$ cat src/thkr_pkg.sv
`default_nettype none
package thkr_pkg;

    localparam int SLOTS     = 4;
    localparam int SLOT_W    = 2;
    localparam int BUF_DEPTH = 16;
    localparam int BUF_AW    = 4;
    localparam int CNT_W     = 5;
    localparam int EVT_W     = 17;

    // Dual-role keycodes are 0x7E00 .. 0x7E0F: upper 12 bits fixed
    localparam logic [11:0] DUAL_PAGE = 12'h7E0;

    localparam logic [1:0] PH_WAIT = 2'd0;
    localparam logic [1:0] PH_HOLD = 2'd1;
    localparam logic [1:0] PH_REL  = 2'd2;

    localparam logic [1:0] ACT_PASS = 2'd0;
    localparam logic [1:0] ACT_TAP  = 2'd1;
    localparam logic [1:0] ACT_HOLD = 2'd2;
    localparam logic [1:0] ACT_HREL = 2'd3;

    localparam logic [2:0] CFG_W_ELAPSED  = 3'd0;
    localparam logic [2:0] CFG_W_INTERVAL = 3'd1;
    localparam logic [2:0] CFG_BIAS       = 3'd2;
    localparam logic [2:0] CFG_GUARD      = 3'd3;
    localparam logic [2:0] CFG_REL_DELAY  = 3'd4;
    localparam logic [2:0] CFG_ENTRY_CNT  = 3'd5;

    typedef struct packed {
        logic [1:0]  action;
        logic [3:0]  entry;
        logic [15:0] code;
        logic        pressed;
    } result_t;

    typedef struct packed {
        logic        busy;
        logic [1:0]  phase;
        logic [3:0]  entry;
        logic [15:0] start;
        logic [15:0] gap;
        logic        joined;
    } slot_t;

    function automatic logic [15:0] since_ms(input logic [15:0] now, input logic [15:0] past);
        return now - past;
    endfunction

endpackage
`default_nettype wire

$ cat src/tap_hold_key_resolver_unit.sv
// Tap/hold resolver for dual-role keys.
// Input stream (s_*): one transfer per key event or scan tick; s_tuser is the
// command (0 key event, 1 tick). Output stream (m_*): zero or more result
// transfers per input, m_tlast marks the final one. An input that is consumed
// silently (buffered event, press of a dual-role key) gives no transfer.
// Config channel (cfg_*): register index and data, always ready; write only
// while the block is idle.
// Sequencing: one item at a time. Dispatch, then a release slot walk (one slot
// per cycle), score (multiply then add), tick walk (check, then next slot) per
// slot plus one replay check per forced hold, replay of buffered events (read
// through the registered buffer RAM, then emit) plus a close-out check, and a
// finish step.
// Results pass through a one-deep pending stage so that last can be set, then
// an output register; a stalled receiver (m_tready low) freezes the sequencer
// at its next result, nothing is dropped. s_tready is high only when idle.
// Reset clears slot state, buffer fill count and config to defaults; the
// buffer RAM itself is not cleared (entries are read only after written).
`default_nettype none
module tap_hold_key_resolver_unit
    import thkr_pkg::*;
(
    input  wire logic        clk,
    input  wire logic        rst_n,
    // s_tdata: key_code[15:0], pressed[16], now_ms[32:17], zero pad
    input  wire logic [39:0] s_tdata,
    // s_tuser: cmd[0]
    input  wire logic        s_tuser,
    input  wire logic        s_tvalid,
    output logic             s_tready,
    // m_tdata: entry[3:0], key_code_res[19:4], key_pressed[20], zero pad
    output logic      [23:0] m_tdata,
    // m_tuser: action[1:0]
    output logic      [1:0]  m_tuser,
    output logic             m_tlast,
    output logic             m_tvalid,
    input  wire logic        m_tready,
    input  wire logic        cfg_valid,
    output logic             cfg_ready,
    input  wire logic [2:0]  cfg_index,
    input  wire logic [31:0] cfg_data
);

    localparam logic [3:0] ST_IDLE     = 4'd0;
    localparam logic [3:0] ST_DISPATCH = 4'd1;
    localparam logic [3:0] ST_SEARCH   = 4'd2;
    localparam logic [3:0] ST_MUL      = 4'd3;
    localparam logic [3:0] ST_SCORE    = 4'd4;
    localparam logic [3:0] ST_HREL_TAP = 4'd5;
    localparam logic [3:0] ST_TICK     = 4'd6;
    localparam logic [3:0] ST_TICK_NXT = 4'd7;
    localparam logic [3:0] ST_RPL_RD   = 4'd8;
    localparam logic [3:0] ST_RPL_EMIT = 4'd9;
    localparam logic [3:0] ST_FINISH   = 4'd10;

    localparam logic [SLOT_W-1:0] SLOT_LAST = SLOT_W'(SLOTS - 1);

    // config registers
    logic [15:0] cfg_we_reg;
    logic [15:0] cfg_wi_reg;
    logic [31:0] cfg_bias_reg;
    logic [15:0] cfg_guard_reg;
    logic [15:0] cfg_rdly_reg;
    logic [4:0]  cfg_ec_reg;

    logic [3:0]        state_reg, state_next;
    logic [3:0]        ret_reg, ret_next;
    logic [SLOT_W-1:0] slot_i_reg, slot_i_next;
    logic              cmd_reg, cmd_next;
    logic [15:0]       code_reg, code_next;
    logic              pr_reg, pr_next;
    logic [15:0]       now_reg, now_next;
    slot_t             slots_reg [SLOTS];
    slot_t             slots_next [SLOTS];
    logic [CNT_W-1:0]  count_reg, count_next;
    logic [CNT_W-1:0]  rd_idx_reg, rd_idx_next;
    logic [31:0]       prod_x_reg, prod_x_next;
    logic [31:0]       prod_y_reg, prod_y_next;
    logic              pend_valid_reg, pend_valid_next;
    result_t           pend_reg, pend_next;
    logic              out_valid_reg, out_valid_next;
    result_t           out_reg, out_next;
    logic              out_last_reg, out_last_next;

    // buffer RAM
    logic              mem_we;
    logic [EVT_W-1:0]  mem_wdata;
    logic [EVT_W-1:0]  mem_rdata;

    thkr_ram #(
        .DEPTH (BUF_DEPTH),
        .AW    (BUF_AW),
        .DW    (EVT_W)
    ) u_buf (
        .clk   (clk),
        .we    (mem_we),
        .waddr (count_reg[BUF_AW-1:0]),
        .wdata (mem_wdata),
        .raddr (rd_idx_reg[BUF_AW-1:0]),
        .rdata (mem_rdata)
    );

    assign s_tready  = (state_reg == ST_IDLE);
    assign cfg_ready = 1'b1;
    assign m_tvalid  = out_valid_reg;
    assign m_tuser   = out_reg.action;
    assign m_tlast   = out_last_reg;
    assign m_tdata   = {3'b000, out_reg.pressed, out_reg.code, out_reg.entry};

    always_ff @(posedge clk or negedge rst_n)
    begin
        if (!rst_n)
        begin
            cfg_we_reg    <= 16'd1710;
            cfg_wi_reg    <= 16'hFEAE;       // -338
            cfg_bias_reg  <= 32'hFFFC_AFC4;  // -217148
            cfg_guard_reg <= 16'd250;
            cfg_rdly_reg  <= 16'd5;
            cfg_ec_reg    <= 5'd3;
        end
        else if (cfg_valid && cfg_ready)
        begin
            case (cfg_index)
                CFG_W_ELAPSED:  cfg_we_reg    <= cfg_data[15:0];
                CFG_W_INTERVAL: cfg_wi_reg    <= cfg_data[15:0];
                CFG_BIAS:       cfg_bias_reg  <= cfg_data;
                CFG_GUARD:      cfg_guard_reg <= cfg_data[15:0];
                CFG_REL_DELAY:  cfg_rdly_reg  <= cfg_data[15:0];
                CFG_ENTRY_CNT:  cfg_ec_reg    <= cfg_data[4:0];
                default:        ;
            endcase
        end
    end

    // slot status summaries
    logic any_waiting;
    logic any_active;

    always_comb
    begin
        any_waiting = 1'b0;
        any_active  = 1'b0;
        for (int i = 0; i < SLOTS; i++)
        begin
            if (slots_reg[i].busy && slots_reg[i].phase == PH_WAIT)
            begin
                any_waiting = 1'b1;
            end
            if (slots_reg[i].busy && slots_reg[i].phase != PH_REL)
            begin
                any_active = 1'b1;
            end
        end
    end

    slot_t              cur;
    logic [15:0]        x_ms;
    logic [15:0]        y_ms;
    logic signed [32:0] mul_x;
    logic signed [32:0] mul_y;
    logic [31:0]        score;
    logic               is_hold;
    logic               out_free;
    logic               emit_ok;
    logic               emit_v;
    result_t            emit_r;
    logic [3:0]         idx;

    assign cur      = slots_reg[slot_i_reg];
    assign x_ms     = since_ms(now_reg, cur.start);
    assign y_ms     = (cur.gap != 16'd0) ? cur.gap : x_ms;
    assign mul_x    = $signed(cfg_we_reg) * $signed({1'b0, x_ms});
    assign mul_y    = $signed(cfg_wi_reg) * $signed({1'b0, y_ms});
    assign score    = prod_x_reg + prod_y_reg + cfg_bias_reg;
    assign is_hold  = (score != 32'd0) && !score[31];
    assign out_free = !out_valid_reg || m_tready;
    assign emit_ok  = !pend_valid_reg || out_free;
    assign idx      = code_reg[3:0];

    always_comb
    begin
        state_next      = state_reg;
        ret_next        = ret_reg;
        slot_i_next     = slot_i_reg;
        cmd_next        = cmd_reg;
        code_next       = code_reg;
        pr_next         = pr_reg;
        now_next        = now_reg;
        slots_next      = slots_reg;
        count_next      = count_reg;
        rd_idx_next     = rd_idx_reg;
        prod_x_next     = prod_x_reg;
        prod_y_next     = prod_y_reg;
        pend_valid_next = pend_valid_reg;
        pend_next       = pend_reg;
        out_valid_next  = out_valid_reg;
        out_next        = out_reg;
        out_last_next   = out_last_reg;
        mem_we          = 1'b0;
        mem_wdata       = {pr_reg, code_reg};
        emit_v          = 1'b0;
        emit_r          = '0;

        if (out_valid_reg && m_tready)
        begin
            out_valid_next = 1'b0;
        end

        case (state_reg)
            ST_IDLE:
            begin
                if (s_tvalid)
                begin
                    cmd_next   = s_tuser;
                    code_next  = s_tdata[15:0];
                    pr_next    = s_tdata[16];
                    now_next   = s_tdata[32:17];
                    state_next = ST_DISPATCH;
                end
            end
            ST_DISPATCH:
            begin
                slot_i_next = '0;
                if (cmd_reg)
                begin
                    state_next = ST_TICK;
                end
                else if (code_reg[15:4] == DUAL_PAGE)
                begin
                    if ({1'b0, idx} >= cfg_ec_reg)
                    begin
                        // entry out of range passes through
                        if (emit_ok)
                        begin
                            emit_v     = 1'b1;
                            emit_r     = '{ACT_PASS, 4'd0, code_reg, pr_reg};
                            state_next = ST_FINISH;
                        end
                    end
                    else
                    begin
                        state_next = ST_SEARCH;
                    end
                end
                else if (any_active && any_waiting && count_reg < CNT_W'(BUF_DEPTH))
                begin
                    if (pr_reg)
                    begin
                        for (int i = 0; i < SLOTS; i++)
                        begin
                            if (slots_reg[i].busy && slots_reg[i].phase != PH_REL)
                            begin
                                slots_next[i].joined = 1'b1;
                                if (slots_reg[i].phase == PH_WAIT && slots_reg[i].gap == 16'd0)
                                begin
                                    slots_next[i].gap = since_ms(now_reg, slots_reg[i].start);
                                end
                            end
                        end
                    end
                    mem_we     = 1'b1;
                    count_next = count_reg + 1'b1;
                    state_next = ST_FINISH;
                end
                else if (emit_ok)
                begin
                    if (any_active && pr_reg)
                    begin
                        for (int i = 0; i < SLOTS; i++)
                        begin
                            if (slots_reg[i].busy && slots_reg[i].phase != PH_REL)
                            begin
                                slots_next[i].joined = 1'b1;
                                if (slots_reg[i].phase == PH_WAIT && slots_reg[i].gap == 16'd0)
                                begin
                                    slots_next[i].gap = since_ms(now_reg, slots_reg[i].start);
                                end
                            end
                        end
                    end
                    emit_v     = 1'b1;
                    emit_r     = '{ACT_PASS, 4'd0, code_reg, pr_reg};
                    state_next = ST_FINISH;
                end
            end
            ST_SEARCH:
            begin
                if (pr_reg && !cur.busy)
                begin
                    slots_next[slot_i_reg] = '{1'b1, PH_WAIT, idx, now_reg, 16'd0, 1'b0};
                    state_next             = ST_FINISH;
                end
                else if (!pr_reg && cur.busy && cur.entry == idx)
                begin
                    case (cur.phase)
                        PH_WAIT:
                        begin
                            state_next = ST_MUL;
                        end
                        PH_HOLD:
                        begin
                            if (cur.joined)
                            begin
                                slots_next[slot_i_reg].phase = PH_REL;
                                slots_next[slot_i_reg].start = now_reg;
                                state_next                   = ST_FINISH;
                            end
                            else if (emit_ok)
                            begin
                                emit_v     = 1'b1;
                                emit_r     = '{ACT_HREL, cur.entry, 16'd0, 1'b0};
                                state_next = ST_HREL_TAP;
                            end
                        end
                        default:
                        begin
                            state_next = ST_FINISH;
                        end
                    endcase
                end
                else if (slot_i_reg != SLOT_LAST)
                begin
                    slot_i_next = slot_i_reg + 1'b1;
                end
                else if (emit_ok)
                begin
                    emit_v     = 1'b1;
                    emit_r     = '{ACT_PASS, 4'd0, code_reg, pr_reg};
                    state_next = ST_FINISH;
                end
            end
            ST_MUL:
            begin
                prod_x_next = mul_x[31:0];
                prod_y_next = mul_y[31:0];
                state_next  = ST_SCORE;
            end
            ST_SCORE:
            begin
                if (emit_ok)
                begin
                    emit_v = 1'b1;
                    if (is_hold && cur.joined)
                    begin
                        emit_r                       = '{ACT_HOLD, cur.entry, 16'd0, 1'b0};
                        slots_next[slot_i_reg].phase = PH_REL;
                        slots_next[slot_i_reg].start = now_reg;
                    end
                    else
                    begin
                        emit_r                      = '{ACT_TAP, cur.entry, 16'd0, 1'b0};
                        slots_next[slot_i_reg].busy = 1'b0;
                    end
                    rd_idx_next = '0;
                    ret_next    = ST_FINISH;
                    state_next  = ST_RPL_RD;
                end
            end
            ST_HREL_TAP:
            begin
                if (emit_ok)
                begin
                    emit_v                      = 1'b1;
                    emit_r                      = '{ACT_TAP, cur.entry, 16'd0, 1'b0};
                    slots_next[slot_i_reg].busy = 1'b0;
                    state_next                  = ST_FINISH;
                end
            end
            ST_TICK:
            begin
                if (cur.busy && cur.phase == PH_WAIT && x_ms > cfg_guard_reg)
                begin
                    // guard time expired: force hold, then replay
                    if (emit_ok)
                    begin
                        emit_v                       = 1'b1;
                        emit_r                       = '{ACT_HOLD, cur.entry, 16'd0, 1'b0};
                        slots_next[slot_i_reg].phase = PH_HOLD;
                        rd_idx_next                  = '0;
                        ret_next                     = ST_TICK_NXT;
                        state_next                   = ST_RPL_RD;
                    end
                end
                else if (cur.busy && cur.phase == PH_REL && x_ms > cfg_rdly_reg)
                begin
                    if (emit_ok)
                    begin
                        emit_v                      = 1'b1;
                        emit_r                      = '{ACT_HREL, cur.entry, 16'd0, 1'b0};
                        slots_next[slot_i_reg].busy = 1'b0;
                        state_next                  = ST_TICK_NXT;
                    end
                end
                else
                begin
                    state_next = ST_TICK_NXT;
                end
            end
            ST_TICK_NXT:
            begin
                if (slot_i_reg == SLOT_LAST)
                begin
                    state_next = ST_FINISH;
                end
                else
                begin
                    slot_i_next = slot_i_reg + 1'b1;
                    state_next  = ST_TICK;
                end
            end
            ST_RPL_RD:
            begin
                // RAM address is rd_idx; data shows up next cycle
                if (any_waiting)
                begin
                    state_next = ret_reg;
                end
                else if (rd_idx_reg < count_reg)
                begin
                    state_next = ST_RPL_EMIT;
                end
                else
                begin
                    count_next = '0;
                    state_next = ret_reg;
                end
            end
            ST_RPL_EMIT:
            begin
                if (emit_ok)
                begin
                    emit_v      = 1'b1;
                    emit_r      = '{ACT_PASS, 4'd0, mem_rdata[15:0], mem_rdata[16]};
                    rd_idx_next = rd_idx_reg + 1'b1;
                    state_next  = ST_RPL_RD;
                end
            end
            ST_FINISH:
            begin
                if (!pend_valid_reg)
                begin
                    state_next = ST_IDLE;
                end
                else if (out_free)
                begin
                    out_valid_next  = 1'b1;
                    out_next        = pend_reg;
                    out_last_next   = 1'b1;
                    pend_valid_next = 1'b0;
                    state_next      = ST_IDLE;
                end
            end
            default:
            begin
                state_next = ST_IDLE;
            end
        endcase

        // new result goes to pending; previous pending moves out (not last)
        if (emit_v)
        begin
            if (pend_valid_reg)
            begin
                out_valid_next = 1'b1;
                out_next       = pend_reg;
                out_last_next  = 1'b0;
            end
            pend_valid_next = 1'b1;
            pend_next       = emit_r;
        end
    end

    always_ff @(posedge clk or negedge rst_n)
    begin
        if (!rst_n)
        begin
            state_reg      <= ST_IDLE;
            ret_reg        <= ST_FINISH;
            slot_i_reg     <= '0;
            count_reg      <= '0;
            rd_idx_reg     <= '0;
            pend_valid_reg <= 1'b0;
            out_valid_reg  <= 1'b0;
            for (int i = 0; i < SLOTS; i++)
            begin
                slots_reg[i] <= '0;
            end
        end
        else
        begin
            state_reg      <= state_next;
            ret_reg        <= ret_next;
            slot_i_reg     <= slot_i_next;
            count_reg      <= count_next;
            rd_idx_reg     <= rd_idx_next;
            pend_valid_reg <= pend_valid_next;
            out_valid_reg  <= out_valid_next;
            slots_reg      <= slots_next;
        end
    end

    always_ff @(posedge clk)
    begin
        cmd_reg      <= cmd_next;
        code_reg     <= code_next;
        pr_reg       <= pr_next;
        now_reg      <= now_next;
        prod_x_reg   <= prod_x_next;
        prod_y_reg   <= prod_y_next;
        pend_reg     <= pend_next;
        out_reg      <= out_next;
        out_last_reg <= out_last_next;
    end

endmodule
`default_nettype wire

$ cat src/thkr_ram.sv
`default_nettype none
module thkr_ram #(
    parameter int DEPTH = 16,
    parameter int AW    = 4,
    parameter int DW    = 17
) (
    input  wire logic          clk,
    input  wire logic          we,
    input  wire logic [AW-1:0] waddr,
    input  wire logic [DW-1:0] wdata,
    input  wire logic [AW-1:0] raddr,
    output logic      [DW-1:0] rdata
);

    logic [DW-1:0] mem [DEPTH];

    always_ff @(posedge clk)
    begin
        if (we)
        begin
            mem[waddr] <= wdata;
        end
        rdata <= mem[raddr];
    end

endmodule
`default_nettype wire

$ cat config.mk
export PLATFORM = sky130hd
export DESIGN_NAME = tap_hold_key_resolver_unit
export DESIGN_NICKNAME = d
export VERILOG_FILES = /design/src/thkr_pkg.sv /design/src/tap_hold_key_resolver_unit.sv /design/src/thkr_ram.sv
export SDC_FILE = /design/constraint.sdc
export NUM_CORES = 2
export LEC_CHECK = 0
export BUFFER_PORTS_ARGS = -buffer_cell sky130_fd_sc_hd__buf_4
export CORE_UTILIZATION = 55
export DETAILED_ROUTE_END_ITERATION = 10
export PLACE_DENSITY = 0.7
export RECOVER_POWER = 100
export SLEW_MARGIN = 10
export SYNTH_ARGS = -nofsm -noshare
export SYNTH_HDL_FRONTEND = slang
export SYNTH_SLANG_ARGS = --single-unit
export TNS_END_PERCENT = 20
$ cat constraint.sdc
create_clock -name clk -period 10.73 [get_ports clk]
set_clock_uncertainty 0.2 [all_clocks]
set_input_delay 1.073 -clock clk [delete_from_list [all_inputs] [get_ports clk]]
set_output_delay 1.073 -clock clk [all_outputs]
set_load 0.01 [all_outputs]
==> flow_metrics.py <==
metrics = {
    "cts": {
        "htree_levels": 3,
        "clkTransAtPathRegs_ns": 0.06,
        "cts_buffers": 78,
        "root_buffer": "clkbuf_16",
        "worstSkewPairLatency_ns": 0.68,
        "clock-sinks": 715,
        "cts_tree": "yes",
        "clockBufferDepth": 3,
    },
    "sta": {
        "final.period_utilization": 0.9524,
        "hold_violations": 0,
        "tightestPinTransition_ns": 5.760,
        "finalMaxSlewViolations": 612,
        "fmax_mhz": 97.85,
        "finalSetupViolCount": 0,
        "period_needed_ns": 10.22,
        "relSlewSlack": -2.840,
        "grt_setup_unrepaired": "false",
        "tns_ns": 0,
    },
    "floorplan": {
        "die_w_um": 311.0,
        "row_count": 112,
        "die_h_um": 311.0,
        "core_area_um2": 93890,
        "start_util": 0.5592,
        "dieArea_um2": 96700,
        "pin_count": 111,
    },
    "critical_path": {
        "path_depth": 34,
        "cp_common_cell": "fa_1",
        "crit_slowest_cell": "or4b_2",
        "max_stage_delay_ns": 0.67,
        "r2r-start": "slot_i_reg[0]$_DFFE_PN0P_",
        "start_kind": "register",
        "cp_num_buf_inv": 5,
        "cp.arrival_ns": 10.38,
        "critPathTopFamily": "adder cells",
        "critPathCaptureType": "register",
        "cp-startpoint": "slot_i_reg[0]$_DFFE_PN0P_",
        "timing.reg2reg.worst_path_depth": 34,
        "worstSetupPathType": "register to register",
        "cp_max_fo": 14,
        "cp.required_ns": 10.89,
    },
    "cells_and_area": {
        "fillers": 7622,
        "antennaDiodeCount": 0,
        "area_delta_synth_final_pct": 9.020,
        "drive_gt1_frac": 0.1249,
        "nNetsFinal": 5649,
        "largest_reg_flops": 272,
    },
    "detailed_routing": {
        "ant_nets": 0,
        "drtPass1Iterations": 6,
        "drt_iter0_markers": 3002,
        "vias": 35520,
        "vias_per_cell": 5.846,
        "post-route-drc-count": 0,
        "wirelength_um": 134700,
        "wl_per_cell_um": 22.18,
    },
    "placed_design": {
        "gp_congestion": 0.9453,
        "port_buffers": 99,
        "dp.final_hpwl_um": 98120,
    },
    "flow_run": {
        "maxCapViolCount": 16,
    },
    "yosys": {
        "avgSynthCellArea_um2": 11.27,
        "ys_ff_latch": 715,
        "syn_inst": 4657,
        "seq_area_frac_synth": 0.3802,
        "async_flop_share": 0.3930,
        "yosys.cell_types.count": 92,
        "synth_warnings": 0,
        "synth-edff-count": 417,
        "synthFlopType": "edfxtp_1",
        "netlist_area_um2": 52500,
    },
    "hold_path": {
        "min_path_type": "register to register",
        "min_delay_path_depth": 2,
    },
    "run_status": {
        "violations": "max-capacitance violations, max-slew violations",
        "outcome": "finished with violations",
    },
    "global_routing": {
        "antenna_found_initial": 0,
        "grt_start_max_net_pins": 102,
        "grt_pass1_vias": 35920,
        "grt_usage": 0.2823,
        "grt_remaining_overflow": 0,
        "grt_pass1_wl_um": 209800,
    },
}
## timing repair
item,in CTS,in global routing
gates resized for setup,0,5
setup buffers,0,0
endpoints found under the hold margin,0,0
hold buffers,0,0
setup endpoints to repair,0,1
## cells in the mapped netlist, types with 15 or more instances
master / number / area [um^2]
o21a_1: 24 / 180.2
fa_1: 425 / 8508
dfstp_2: 53 / 1393
a22oi_1: 22 / 165.2
dfxtp_1: 17 / 340.3
nand2b_1: 48 / 300.3
and2_1: 223 / 1395
nand4_1: 16 / 100.1
a211oi_1: 19 / 142.6
mux4_2: 123 / 2770
nor2b_1: 75 / 469.2
a31oi_1: 20 / 125.1
a21o_1: 74 / 555.5
edfxtp_1: 417 / 12520
clkbuf_1: 127 / 476.7
nand3_1: 58 / 290.3
buf_1: 17 / 63.81
nand2_1: 475 / 1783
inv_1: 688 / 2582
and3_1: 24 / 150.1
nor2_1: 173 / 649.4
a21oi_1: 135 / 675.7
o31ai_1: 19 / 142.6
o211ai_1: 17 / 127.6
mux2_2: 149 / 1678
ha_1: 388 / 4855
nor3_1: 47 / 235.2
dfrtp_1: 228 / 5705
o21ai_0: 181 / 905.9
xor2_1: 47 / 411.6
xnor2_1: 84 / 735.7
nor4_1: 29 / 181.4
a21boi_0: 15 / 112.6
## final cells by class
class | instances | area (um^2) | area share
clock inverters | 43 | 593.1 | 0.01036
inverters | 690 | 2590 | 0.04525
repair buffers | 175 | 1070 | 0.01869
multi-input cells | 3095 | 29350 | 0.5128
well taps | 1254 | 1569 | 0.02741
clock buffers | 103 | 2096 | 0.03662
flip-flops and latches | 715 | 19970 | 0.3489
## through the flow
stage / worst slack, ns / cells / hold WS, ns / instance area (um^2) / utilization
floorplan: 0.1858 / 4659 / 0.2385 / 52510 / -
global placement: 0.6708 / 5929 / 0.2526 / 54950 / 0.5853
detailed placement: 0.6070 / 5929 / 0.2602 / 54950 / 0.5853
CTS: 0.5162 / 6075 / 0.2747 / 57640 / 0.6139
global route: 0.003024 / 6075 / 0.3119 / 57240 / 0.6096
finish: 0.5102 / 6075 / 0.2751 / 57240 / 0.6096
## worst reg2reg max path, delay by kind of cell (launching register included)
kind	cells	cell delay (ns)
adders and majority gates	8	3.61
AOI/OAI and AO/OA	14	2.90
and+or+nand+nor	5	1.62
muxes	1	0.55
buffers and inverters	5	0.54
DFF	1	0.43
xor gates and xnor gates	1	0.08
## worst paths after layout
path | end | slack [ns]
worst max-delay path | prod_y_reg[28]$_DFFE_PP_ | 0.51
worst min-delay path | register | 0.28
worst max register to register | prod_y_reg[28]$_DFFE_PP_ | 0.51
worst min register to register | register | 0.28
max in group asynchronous | slots_reg[132]$_DFFE_PN0P_ | 2.55
min in group asynchronous | cfg_guard_reg[8]$_DFFE_PN0P_ | 2.31
## cells by family (layout without fill, tap and decap cells)
logic type / Yosys count / in the layout / synth area share
AOI/OAI and AO/OA: 636 / 636 / 0.07877
xor gates and xnor gates: 133 / 133 / 0.02247
adders and majority gates: 813 / 813 / 0.2545
buffers and inverters: 849 / 1011 / 0.06201
DFF: 715 / 715 / 0.3802
muxes: 285 / 285 / 0.08789
other: 2 / 4 / 0.0001430
and+or+nand+nor: 1224 / 1224 / 0.1140
## cells in the final DEF (no fill, tap or decap), types with 13 or more instances in the layout
cell type,netlist,final
o211ai_1,17,17
fa_1,425,425
nand3_1,58,58
nand2_1,475,475
a22oi_1,22,22
dfxtp_1,17,17
o21bai_1,13,13
a21oi_1,135,137
nand2b_1,48,48
inv_1,688,688
dfstp_2,53,53
nor4_1,29,29
a211oi_1,19,20
o21ai_0,181,189
and2_0,0,18
a21boi_0,15,15
clkbuf_4,0,32
buf_4,5,72
clkbuf_16,0,78
and3_1,24,24
nor3_1,47,47
clkbuf_1,127,88
mux4_2,123,123
o31ai_1,19,20
xnor2_1,84,77
mux2_2,149,148
ha_1,388,388
or3_1,13,13
a31oi_1,20,19
xor2_1,47,45
o21a_1,24,24
dfrtp_1,228,224
nand4_1,16,17
nor2_1,173,167
a21o_1,74,74
edfxtp_1,417,417
nor2b_1,75,75
and2_1,223,204
## layer usage
layer / global-route usage / wire, um
met1: 0.3912 / 57710
met2: 0.4585 / 63420
met3: 0.04166 / 9037
met4: 0.09315 / 4582
met5: 0 / 0
Power is left out: the tool's default activity adds up to more than one toggle a clock period on the data nets, which glitch-free logic cannot reach.
